===== config.mk =====
export PLATFORM = sky130hd
export DESIGN_NAME = rational_arithmetic_unit
export DESIGN_NICKNAME = d
export VERILOG_FILES = /design/src/hdl/rau_pkg.sv /design/src/hdl/rational_arithmetic_unit.sv
export VERILOG_INCLUDE_DIRS = /design/src /design/src/hdl
export SDC_FILE = /design/constraint.sdc
export NUM_CORES = 2
export LEC_CHECK = 0
export BUFFER_PORTS_ARGS = -buffer_cell sky130_fd_sc_hd__clkbuf_2
export CAP_MARGIN = 20
export CORE_UTILIZATION = 55
export CTS_CLUSTER_DIAMETER = 30
export DETAILED_ROUTE_END_ITERATION = 8
export PLACE_DENSITY = 0.77
export SLEW_MARGIN = 20
export SYNTH_ARGS = -nofsm -noshare
export SYNTH_HDL_FRONTEND = slang
export SYNTH_SLANG_ARGS = --single-unit
export TNS_END_PERCENT = 30

===== constraint.sdc =====
create_clock -name clk -period 26.1 [get_ports clk]
set_input_delay 5.22 -clock clk [delete_from_list [all_inputs] [get_ports clk]]
set_output_delay 5.22 -clock clk [all_outputs]
set_load 0.01 [all_outputs]

===== src/hdl/rational_arithmetic_unit_macros.svh =====
// Assertion macros for the rational arithmetic unit.
`ifndef RATIONAL_ARITHMETIC_UNIT_MACROS_SVH
`define RATIONAL_ARITHMETIC_UNIT_MACROS_SVH

// Assert that a property holds at every rising edge outside reset.
`define RAU_ASSERT(label, prop, msg) \
	label: assert property (@(posedge clk) disable iff (!arst_n) (prop)) else $error(msg);

// Assert that an antecedent implies a consequent in the next cycle.
`define RAU_ASSERT_NEXT(label, ante, cons, msg) \
	label: assert property (@(posedge clk) disable iff (!arst_n) (ante) |=> (cons)) \
		else $error(msg);

`endif


===== src/hdl/rau_pkg.sv =====
package rau_pkg;

	// Command codes
	localparam logic [2:0] CMD_ADD   = 3'd0;
	localparam logic [2:0] CMD_SUB   = 3'd1;
	localparam logic [2:0] CMD_MUL   = 3'd2;
	localparam logic [2:0] CMD_DIV   = 3'd3;
	localparam logic [2:0] CMD_CMP   = 3'd4;
	localparam logic [2:0] CMD_FLOOR = 3'd5;
	localparam logic [2:0] CMD_CEIL  = 3'd6;
	localparam logic [2:0] CMD_RED   = 3'd7;

	// Status codes
	localparam logic [1:0] ST_OK     = 2'd0;
	localparam logic [1:0] ST_ZDEN   = 2'd1;
	localparam logic [1:0] ST_DIVZ   = 2'd2;

	localparam int unsigned WIDE = 63;

	// Sequencer states
	typedef enum logic [6:0] {
		S_IDLE  = 7'b0000001,
		S_MUL1  = 7'b0000010,
		S_MUL2  = 7'b0000100,
		S_COMB  = 7'b0001000,
		S_GCD   = 7'b0010000,
		S_DIV   = 7'b0100000,
		S_OUT   = 7'b1000000
	} state_t;

endpackage


===== src/hdl/rational_arithmetic_unit.sv =====
// Rational arithmetic unit.
// Input channel s_axis_*: one transfer carries a command and two signed
// fractions. tdata, lowest bit first: cmd(3) lhs_neg lhs_num(31) lhs_den(31)
// rhs_neg rhs_num(31) rhs_den(31), zero padded to 136 bits.
// Output channel m_axis_*: one transfer per input. tdata, lowest bit first:
// res_neg res_num(63) res_den(63) int_result(32) less_than equal status(2),
// zero padded to 168 bits.
// Work is done by one shared 64-bit add/subtract unit under a sequencer:
// up to three shift-add products of 32 steps each, then a Euclidean gcd with
// restoring remainder steps, then two 64-step divisions by the gcd. Floor
// and ceiling run a single 64-step division of numerator by denominator;
// compare stops after its products. Error items go straight to the output.
// One item at a time: s_axis_tready is high only while idle, the next
// item is taken the cycle after the result is loaded. A finished result
// waits in the sequencer until the output register is free; a stalled
// receiver holds the block. Reset clears the sequencer and the output valid;
// payload registers are not reset.
module rational_arithmetic_unit #(
	parameter int MAG_BITS = 31
) (
	input  logic         clk,
	input  logic         arst_n,
	input  logic         s_axis_tvalid,
	output logic         s_axis_tready,
	// cmd, lhs_neg, lhs_num, lhs_den, rhs_neg, rhs_num, rhs_den
	input  logic [135:0] s_axis_tdata,
	output logic         m_axis_tvalid,
	input  logic         m_axis_tready,
	// res_neg, res_num, res_den, int_result, less_than, equal, status
	output logic [167:0] m_axis_tdata
);

	localparam int W = rau_pkg::WIDE + 1;

	rau_pkg::state_t state_q;

	logic [2:0]  cmd_q;
	logic        sa_q, sc_q;
	logic [30:0] a_q, b_q, c_q, d_q;

	// Shared operands / working registers
	logic [W-1:0] x_q, y_q, p_q, acc_q, rem_q, quo_q, l_q, r_q, bd_q;
	logic [W-1:0] num_q, den_q, g_q;
	logic [6:0]   cnt_q;
	logic [1:0]   phase_q;   // multiply, combine or divide phase being run
	logic         rneg_q;

	logic         o_neg_q, o_lt_q, o_eq_q;
	logic [62:0]  o_num_q, o_den_q;
	logic [31:0]  o_int_q;
	logic [1:0]   o_st_q;
	logic         ovalid_q;
	logic [167:0] tdata_q;

	// Input unpack, masked to MAG_BITS
	logic [30:0] mag_mask;
	logic [2:0]  in_cmd;
	logic [30:0] in_a, in_b, in_c, in_d;
	assign mag_mask = 31'((64'd1 << MAG_BITS) - 64'd1);
	assign in_cmd = s_axis_tdata[2:0];
	assign in_a = s_axis_tdata[34:4] & mag_mask;
	assign in_b = s_axis_tdata[65:35] & mag_mask;
	assign in_c = s_axis_tdata[97:67] & mag_mask;
	assign in_d = s_axis_tdata[128:98] & mag_mask;

	// The one shared adder/subtractor
	logic [W-1:0] alu_a, alu_b, alu_y;
	logic         alu_sub;
	logic [W:0]   alu_full;
	assign alu_full = alu_sub ? {1'b0, alu_a} - {1'b0, alu_b} : {1'b0, alu_a} + {1'b0, alu_b};
	assign alu_y = alu_full[W-1:0];

	// Remainder step view for gcd and divide phases
	logic [W-1:0] rem_sh;
	assign rem_sh = {rem_q[W-2:0], quo_q[W-1]};

	always_comb begin
		alu_a = acc_q;
		alu_b = x_q;
		alu_sub = 1'b0;
		unique case (state_q)
			rau_pkg::S_COMB: begin
				alu_a = l_q;
				alu_b = r_q;
				alu_sub = phase_q[0];
			end
			rau_pkg::S_GCD, rau_pkg::S_DIV: begin
				alu_a = rem_sh;
				alu_b = y_q;
				alu_sub = 1'b1;
			end
			default: ;
		endcase
	end

	logic fin_ok;
	assign fin_ok = !ovalid_q || m_axis_tready;

	// Output register: loaded from the finished result when free
	always_ff @(posedge clk or negedge arst_n) begin
		if (!arst_n) begin
			ovalid_q <= 1'b0;
		end else if (state_q == rau_pkg::S_OUT && fin_ok) begin
			ovalid_q <= 1'b1;
			tdata_q <= {5'b00000, o_st_q, o_eq_q, o_lt_q, o_int_q, o_den_q, o_num_q,
				o_neg_q};
		end else if (m_axis_tready) begin
			ovalid_q <= 1'b0;
		end
	end

	// Sequencer
	always_ff @(posedge clk or negedge arst_n) begin
		if (!arst_n) begin
			state_q <= rau_pkg::S_IDLE;
		end else begin
			unique case (state_q)
				rau_pkg::S_IDLE: begin
					if (s_axis_tvalid) begin
						cmd_q <= in_cmd;
						a_q <= in_a; b_q <= in_b; c_q <= in_c; d_q <= in_d;
						sa_q <= s_axis_tdata[3] && (in_a != '0);
						sc_q <= s_axis_tdata[66] && (in_c != '0);
						o_neg_q <= 1'b0; o_num_q <= '0; o_den_q <= 63'd1;
						o_int_q <= '0; o_lt_q <= 1'b0; o_eq_q <= 1'b0;
						o_st_q <= rau_pkg::ST_OK;
						if (in_b == '0 || (in_cmd <= rau_pkg::CMD_CMP && in_d == '0)) begin
							o_st_q <= rau_pkg::ST_ZDEN;
							state_q <= rau_pkg::S_OUT;
						end else if (in_cmd == rau_pkg::CMD_DIV && in_c == '0) begin
							o_st_q <= rau_pkg::ST_DIVZ;
							state_q <= rau_pkg::S_OUT;
						end else if (in_cmd == rau_pkg::CMD_FLOOR ||
								in_cmd == rau_pkg::CMD_CEIL) begin
							// a / b by restoring division
							rem_q <= '0; quo_q <= W'(in_a); y_q <= W'(in_b);
							cnt_q <= 7'(W); phase_q <= 2'd3;
							state_q <= rau_pkg::S_DIV;
						end else if (in_cmd == rau_pkg::CMD_RED) begin
							num_q <= W'(in_a); den_q <= W'(in_b);
							rneg_q <= s_axis_tdata[3] && (in_a != '0);
							x_q <= W'(in_a); y_q <= W'(in_b);
							rem_q <= '0; quo_q <= W'(in_a); cnt_q <= 7'(W);
							state_q <= rau_pkg::S_GCD;
						end else begin
							// first product: numerator-side term
							acc_q <= '0; cnt_q <= 7'd0; phase_q <= 2'd0;
							if (in_cmd == rau_pkg::CMD_MUL) begin
								x_q <= W'(in_a); p_q <= W'(in_c);
							end else begin
								x_q <= W'(in_a); p_q <= W'(in_d);
							end
							state_q <= rau_pkg::S_MUL1;
						end
					end
				end
				// shift-add multiply, one multiplier bit a cycle
				rau_pkg::S_MUL1, rau_pkg::S_MUL2: begin
					if (p_q[0]) acc_q <= alu_y;
					x_q <= {x_q[W-2:0], 1'b0};
					p_q <= {1'b0, p_q[W-1:1]};
					cnt_q <= cnt_q + 7'd1;
					if (cnt_q == 7'd31) begin
						cnt_q <= 7'd0;
						acc_q <= '0;
						phase_q <= phase_q + 2'd1;
						unique case (phase_q)
							2'd0: begin
								l_q <= p_q[0] ? alu_y : acc_q;
								x_q <= (cmd_q == rau_pkg::CMD_DIV) ? W'(b_q) : W'(c_q);
								p_q <= (cmd_q == rau_pkg::CMD_DIV) ? W'(c_q) : W'(b_q);
							end
							2'd1: begin
								r_q <= p_q[0] ? alu_y : acc_q;
								x_q <= W'(b_q); p_q <= W'(d_q);
								if (cmd_q == rau_pkg::CMD_CMP) begin
									phase_q <= 2'd3;
									state_q <= rau_pkg::S_COMB;
								end else if (cmd_q == rau_pkg::CMD_DIV) begin
									phase_q <= 2'd3;
									state_q <= rau_pkg::S_COMB;
								end
							end
							default: begin
								bd_q <= p_q[0] ? alu_y : acc_q;
								phase_q <= 2'd0;
								state_q <= rau_pkg::S_COMB;
							end
						endcase
					end
				end
				// sign combine / compare (phase 0 picks sign, 1 subtracts l-r, 2 adds)
				rau_pkg::S_COMB: begin
					if (cmd_q == rau_pkg::CMD_CMP) begin
						if (sa_q != sc_q) begin
							o_lt_q <= sa_q;
						end else begin
							o_lt_q <= sa_q ? (l_q > r_q) : (l_q < r_q);
							o_eq_q <= l_q == r_q;
						end
						state_q <= rau_pkg::S_OUT;
					end else if (cmd_q == rau_pkg::CMD_MUL || cmd_q == rau_pkg::CMD_DIV) begin
						num_q <= l_q;
						den_q <= (cmd_q == rau_pkg::CMD_MUL) ? bd_q : r_q;
						rneg_q <= sa_q != sc_q;
						x_q <= l_q;
						y_q <= (cmd_q == rau_pkg::CMD_MUL) ? bd_q : r_q;
						rem_q <= '0; quo_q <= l_q; cnt_q <= 7'(W);
						state_q <= rau_pkg::S_GCD;
					end else if (phase_q == 2'd0) begin
						// decide sign, then pick operation
						logic sr;
						sr = (cmd_q == rau_pkg::CMD_SUB) ? (!sc_q && c_q != '0) : sc_q;
						if (sa_q == sr) begin
							rneg_q <= sa_q;
							phase_q <= 2'd2;
						end else if (l_q >= r_q) begin
							rneg_q <= sa_q;
							phase_q <= 2'd1;
						end else begin
							rneg_q <= sr;
							l_q <= r_q; r_q <= l_q;
							phase_q <= 2'd1;
						end
					end else begin
						// shared unit adds in phase 2, subtracts in phase 1
						logic [W-1:0] m;
						m = alu_y;
						num_q <= m; den_q <= bd_q;
						x_q <= m; y_q <= bd_q;
						rem_q <= '0; quo_q <= m; cnt_q <= 7'(W);
						state_q <= rau_pkg::S_GCD;
					end
				end
				// Euclid: x mod y by restoring steps, then swap
				rau_pkg::S_GCD: begin
					if (num_q == '0) begin
						state_q <= rau_pkg::S_OUT;
					end else if (y_q == '0) begin
						g_q <= x_q;
						rem_q <= '0; quo_q <= num_q; y_q <= x_q;
						cnt_q <= 7'(W); phase_q <= 2'd0;
						state_q <= rau_pkg::S_DIV;
					end else begin
						if (!alu_full[W]) rem_q <= alu_y;
						else rem_q <= rem_sh;
						quo_q <= {quo_q[W-2:0], 1'b0};
						cnt_q <= cnt_q - 7'd1;
						if (cnt_q == 7'd1) begin
							x_q <= y_q;
							y_q <= !alu_full[W] ? alu_y : rem_sh;
							rem_q <= '0;
							quo_q <= y_q;
							cnt_q <= 7'(W);
						end
					end
				end
				// restoring division: phase 0 num/g, 1 den/g, 3 floor/ceil
				rau_pkg::S_DIV: begin
					logic [W-1:0] qn, rn;
					qn = {quo_q[W-2:0], !alu_full[W]};
					rn = !alu_full[W] ? alu_y : rem_sh;
					rem_q <= rn; quo_q <= qn;
					cnt_q <= cnt_q - 7'd1;
					if (cnt_q == 7'd1) begin
						unique case (phase_q)
							2'd0: begin
								o_num_q <= qn[62:0];
								o_neg_q <= rneg_q;
								rem_q <= '0; quo_q <= den_q; y_q <= g_q;
								cnt_q <= 7'(W); phase_q <= 2'd1;
							end
							2'd1: begin
								o_den_q <= qn[62:0];
								state_q <= rau_pkg::S_OUT;
							end
							default: begin
								logic [31:0] q32;
								q32 = qn[31:0];
								if (sa_q) begin
									o_int_q <= 32'd0 - ((cmd_q == rau_pkg::CMD_FLOOR &&
										rn != '0) ? q32 + 32'd1 : q32);
								end else begin
									o_int_q <= (cmd_q == rau_pkg::CMD_CEIL && rn != '0) ?
										q32 + 32'd1 : q32;
								end
								state_q <= rau_pkg::S_OUT;
							end
						endcase
					end
				end
				// wait for the output register to be free
				rau_pkg::S_OUT: begin
					if (fin_ok)
						state_q <= rau_pkg::S_IDLE;
				end
				default: state_q <= rau_pkg::S_IDLE;
			endcase
		end
	end

	assign s_axis_tready = (state_q == rau_pkg::S_IDLE);
	assign m_axis_tvalid = ovalid_q;
	assign m_axis_tdata = tdata_q;

	`include "rational_arithmetic_unit_macros.svh"

	`RAU_ASSERT(a_ready_idle, !(s_axis_tready && state_q != rau_pkg::S_IDLE), "ready outside idle")
	`RAU_ASSERT(a_neg_zero, !(m_axis_tvalid && m_axis_tdata[0] && m_axis_tdata[63:1] == '0), "negative zero result")
	`RAU_ASSERT_NEXT(a_hold, m_axis_tvalid && !m_axis_tready, m_axis_tvalid && $stable(m_axis_tdata), "output changed under stall")

endmodule


# --- After elaboration in Yosys (flattened, before gate mapping) ---
# Cells that the tools add are included.
classes:
  n_addsub: 7
  reduce_logical: 56
  n_eq_ne: 59
  bitwise_logic: 2
  n_mux: 194
  n_lt_le_gt_ge: 4
op_table:
  columns: ["operator", "n"]
  rows:
  - ["64-bit two-way mux", 70]
  - ["63-bit two-way mux", 20]
  - ["64-bit one-hot mux with 2 select lines", 9]
  - ["64-bit one-hot mux with 4 select lines", 3]
  - ["63-bit one-hot mux with 2 select lines", 3]
  - ["63-bit one-hot mux with 4 select lines", 1]
  - ["32-bit two-way mux", 6]
  - ["7-bit two-way mux", 27]
  - ["64-bit zero test", 2]
  - ["31-bit zero test", 3]
  - ["31-bit two-way mux", 3]
  - ["31-bit nonzero test", 3]
  - ["64-bit by 64-bit adder with 65-bit output", 1]
  - ["65-bit two-way mux", 1]
  - ["64-bit by 64-bit subtractor with 65-bit output", 1]
  - ["64-bit == test", 1]
  - ["64-bit >= comparator", 1]
  - ["64-bit > comparator", 1]
  - ["64-bit less-than comparator", 1]
  - ["32-bit one-hot mux with 2 select lines", 1]
  - ["64-bit nonzero test", 1]
  - ["9-bit AND reduction", 6]
  - ["2-bit inequality test, second input constant", 26]
  - ["7-bit one-hot mux with 6 select lines", 1]
  - ["50 further kinds", 130]
totals:
  ff_bits: 1209
  input_bits: 140
  wordCells: 353

# --- Longest topological paths before layout ---
depth:
  word_depth: 14
  mapped_depth: 55
  mapped_depth_nobuf: 43

# --- Least setup slack after synthesis ---
# No wires, ideal clock.
synth_path:
  path_kind: "input to register"
  startpoint: "in s_axis_tdata[103]"
  endpoint: "reg y_q[0], enable pin"
  stages: 11
  path_buffers: 0
  setup_ns: 0.428
  arrival_time_ns: 17.048
  setup_slack_ns: 8.623
  path_cell_list: "nor4_1 > nand4_1 > nor2_1 > a41oi_1 > inv_1 > nor2_1 > nand2_1 > nand2_1 > nand3_1 > nor3_1 > and2_1"
synth_via:
  elab_chain_len: 5
synth_rtl:
  columns: ["element", "line_no", "rtl"]
  rows:
  - ["start, declared", "rational_arithmetic_unit.sv:26", "input logic [135:0] s_axis_tdata,"]
  - ["31-bit zero test", "rational_arithmetic_unit.sv:127", "if (in_b == '0 || (in_cmd <= rau_pkg::CMD_CMP && in_d == '0)) begin"]
  - ["1-bit logical AND", "rational_arithmetic_unit.sv:127", null]
  - ["1-bit logical OR", "rational_arithmetic_unit.sv:127", null]
  - ["2-bit inequality test (no source line)", null, null]
  - ["12-bit AND reduction (no source line)", null, null]
  - ["end signal, assigned", "rational_arithmetic_unit.sv:142", "x_q <= W'(in_a); y_q <= W'(in_b);"]
  - ["end signal, assigned", "rational_arithmetic_unit.sv:207", "y_q <= (cmd_q == rau_pkg::CMD_MUL) ? bd_q : r_q;"]
  - ["end signal, assigned", "rational_arithmetic_unit.sv:230", "x_q <= m; y_q <= bd_q;"]
  - ["end, declared", "rational_arithmetic_unit.sv:42", "logic [W-1:0] x_q, y_q, p_q, acc_q, rem_q, quo_q, l_q, r_q, bd_q;"]
# No other way between the ends.
# A chain may end at the register's enable or synchronous reset.

# --- Worst setup path in the final report ---
layout_path:
  startpoint: "reg state_q[1]"
  endpoint: "reg o_int_q[22] (data pin)"
layout_via:
  elab_chain_len: 14
  elab_cells_between_ends: 24
  cone_classes: "add/sub (4); eq/ne (4); mux (11); reduce/logical (5)"
layout_rtl:
  columns: ["element", "line_no", "rtl"]
  rows:
  - ["start, declared", "rational_arithmetic_unit.sv:35", "rau_pkg::state_t state_q;"]
  - ["start signal, assigned", "rational_arithmetic_unit.sv:115", "state_q <= rau_pkg::S_IDLE;"]
  - ["start signal, assigned", "rational_arithmetic_unit.sv:129", "state_q <= rau_pkg::S_OUT;"]
  - ["start signal, assigned", "rational_arithmetic_unit.sv:132", "state_q <= rau_pkg::S_OUT;"]
  - ["parallel branches: the longest is 13 deep, another holds 64-bit by 64-bit adder with 65-bit output", null, null]
  - ["32-bit one-hot mux with 2 select lines (*)", "rational_arithmetic_unit.sv:117", "unique case (state_q)"]
  - ["end signal, assigned", "rational_arithmetic_unit.sv:281", "o_int_q <= 32'd0 - ((cmd_q == rau_pkg::CMD_FLOOR &&"]
  - ["end signal, assigned", "rational_arithmetic_unit.sv:284", "o_int_q <= (cmd_q == rau_pkg::CMD_CEIL && rn != '0) ?"]
  - ["end, declared", "rational_arithmetic_unit.sv:50", "logic [31:0] o_int_q;"]
# Mark *: on every way between the ends. The select of a mux whose other input is x is not followed.

==> impl_results.md <==
* Distinct cells, synth at 100
* Die H at 341 microns
* Post-CTS Hold Fix Bufs at 0
* Total grt overflow at 0
* Clock buffer count from CTS at between 200 and 250
* Cells after Synth at 6054
* Synth top area cells: edfxtp_1 (55%), nand2_1 (5.3%), a21oi_1 (5.0%), nor2_1 (3.2%), mux2i_1 (2.7%)
* FFs w/ async S/R, synth at 0.596%
* Worst clock skew at 49.4 ps
* Post-CTS resize count at 0
* FF+latch count, synth at 1175
* Worst Hold Path Cells at 0
* Initial antenna violation count at 15
* Post-Route WL at 235000 microns
* Top-count cell post-synth: edfxtp_1
* R2R setup slack at about 12000 ps
* Req. time, crit path at 26670 ps
* Die Wd at 341 microns
* Syn Area/Cell at 10.5 sq um
* Share of post-route cells with drive strength above 1 at 14.1%
* Insertion delay to the later sink of the worst-skew pair at 870 ps
* WL/cell at 29.3 microns
* ANT nets after route at 0
* Hold Violations, Final at 0
* Period minus WS final at about 15000 ps
* DRT iter0 DRCs at 8646
* # DRC at 0
* CP max FO at 112
* Synth top area share at 55.3%
* Max Freq at around 70 MHz
* Dominant synthesized flop cell: edfxtp_1
* Site Rows at 124
* Overall power at 12.5 mW
* DP Area at 0.0663 sq mm
* Critical Path End Type: register
* Max_cap viols at 0
* CTS HTree Levels at 4
* Critical path depth in cells at 45
* Min-delay worst type: register to register
* CTS max path bufs at 3
* Slowest stage cell, crit path: a2111oi_0
* Ys Warns at 0
* Final Max Slew Viols at 0
* Vias in the first global route at 52500
* WP buf/inv at 6
* Gpl congestion at 1.04
* CTS tree: done
* Largest net degree at the start of global routing at 128
* Vias/cell at 6.86
* Status: finished clean
* Via Count at between 50000 and 60000
* Final Instance Area at 0.0743 sq mm
* Worst-Margin Slew at 1340 ps
* Root buf cell: clkbuf_16
* RSZ-0062 raised after global routing: no
* Sequential cell area fraction in the yosys report at around 56%
* Initial DRT Pass Iterations at 7
* Place WS at 11950 ps
* # setup viols final at 0
* CP arrival at 15160 ps
* Pwr Density at about 170 mW/mm^2
* Worst reg2reg path endpoint: o_int_q[22]
* Gr usage total at 39.6%
* Hold-critical path endpoint: m_axis_tdata[134]
* CP max stage delay at roughly 800 ps
* Top cells by count, synth: edfxtp_1 (1168), nand2_1 (891), a21oi_1 (635)
* Final worst path period share at 55.9%
* Crit path kind: register to register
* DIE AREA at 0.117 sq mm
* Post-CTS Repair Setup Buffers at 0
* Max VDD drop at 139 uV
* Sum Neg Setup Slack at 0 ps
* Setup ws final at approximately 12000 ps
* Largest area contributor in the netlist: edfxtp_1
* Number of synthesized flops with an enable pin at 1168
* Cell leakage power at 27.9 nW
* Core ar. at 0.114 sq mm
* Max-Slew Margin vs Limit at around a tenth
* RR Startpoint: state_q[1]
* Global-route wire length before repair at 341000 microns
* Area Growth Syn to Fin at 17.2%
* Fin nets at 6568
* Post-synthesis cell area at 0.0634 sq mm
* Initial Utilization at 55.4%
* HPWL after DPL at 158000 microns
* Clock slew seen by the registers of the worst setup and hold paths at 70 ps
* Hold_sp: o_int_q[7]
* Port-buffer cells at roughly 300
* Critical path launch point type: register
* Max reg flops at 163
* Clock sinks at 1175
* Worst path top cell family by delay: simple AND/OR/NAND/NOR gates
* # IOs at 310
* CP dominant cell by count: or2_2
* Reg2reg path depth at 45
==> metal layers <==
| layer | vias to the layer above | global-route usage (%) | wire length [microns] | part of all wire [%] |
|---|---|---|---|---|
| met5 | - | 0 | 46 | 0.020 |
| met2 | 4462 | 57.6 | 101000 | 43 |
| met1 | 26288 | 51.2 | 84500 | 36 |
| met3 | 966 | 13.6 | 34600 | 15 |
| li1 | 23223 | - | - | - |
| met4 | 8 | 23.4 | 15300 | 6.5 |
==> per-stage QoR <==
step,instances,hold WS [ps],util (%)
after detailed placement,7570,405,58.0
after CTS,7999,382,64.9
after floorplan,6058,400,-
after global routing,8005,385,65.0
final,8009,401,65.0
after global placement,7569,402,58.0
==> cell type report <==
class / count / area [sq um]
fill: 8604 / 40000
sequential: 1175 / 35300
multi-input combinational: 4345 / 26400
clock buffer: 252 / 5840
timing repair buffer: 407 / 2380
clock inverter: 177 / 2050
tap: 1512 / 1890
inverter: 134 / 504
antenna: 7 / 17.5
==> cells by family (layout without fill, tap and decap cells) <==
| kind of cell | after synthesis | in the layout | synth area share [%] |
|---|---|---|---|
| simple gates | 2186 | 2186 | 15.9 |
| xor+xnor | 183 | 183 | 2.54 |
| buf+inv | 538 | 970 | 3.27 |
| flops | 1175 | 1175 | 55.6 |
| other cells | 1 | 12 | 0.00592 |
| compound gates | 1634 | 1634 | 16.8 |
| fa+ha+maj | 136 | 136 | 2.70 |
| mux | 201 | 201 | 3.23 |
==> worst max path at each step <==
stage                             end              start  slack (ps)
after floorplan                y_q[0]  s_axis_tdata[103]        8620
after global placement    o_int_q[22]         state_q[1]       12030
after detailed placement  o_int_q[22]         state_q[1]       11950
after CTS                 o_int_q[22]         state_q[1]       11920
after global routing      o_int_q[22]         state_q[1]       10970
final                     o_int_q[22]         state_q[1]       11510
==> cells in the final DEF (no fill, tap or decap), types with 113 or more instances in the layout <==
master        n
a21oi_1     631
and2_1      117
nor4_1      113
clkbuf_16   229
o21ai_0     255
inv_1       132
edfxtp_1   1168
mux2i_1     172
clkbuf_2    297
nor3_1      133
nor2_1      532
ha_1        135
nand2_1     886
==> power breakdown <==
| group | total [mW] | leakage [nW] | internal, mW | switching, mW |
|---|---|---|---|---|
| clock | 2.99 | 3.77 | 1.91 | 1.07 |
| combinational | 6.48 | 13.3 | 2.01 | 4.46 |
| sequential | 3.00 | 10.8 | 2.71 | 0.290 |
Note: power is estimated with default switching activity, not from simulation.
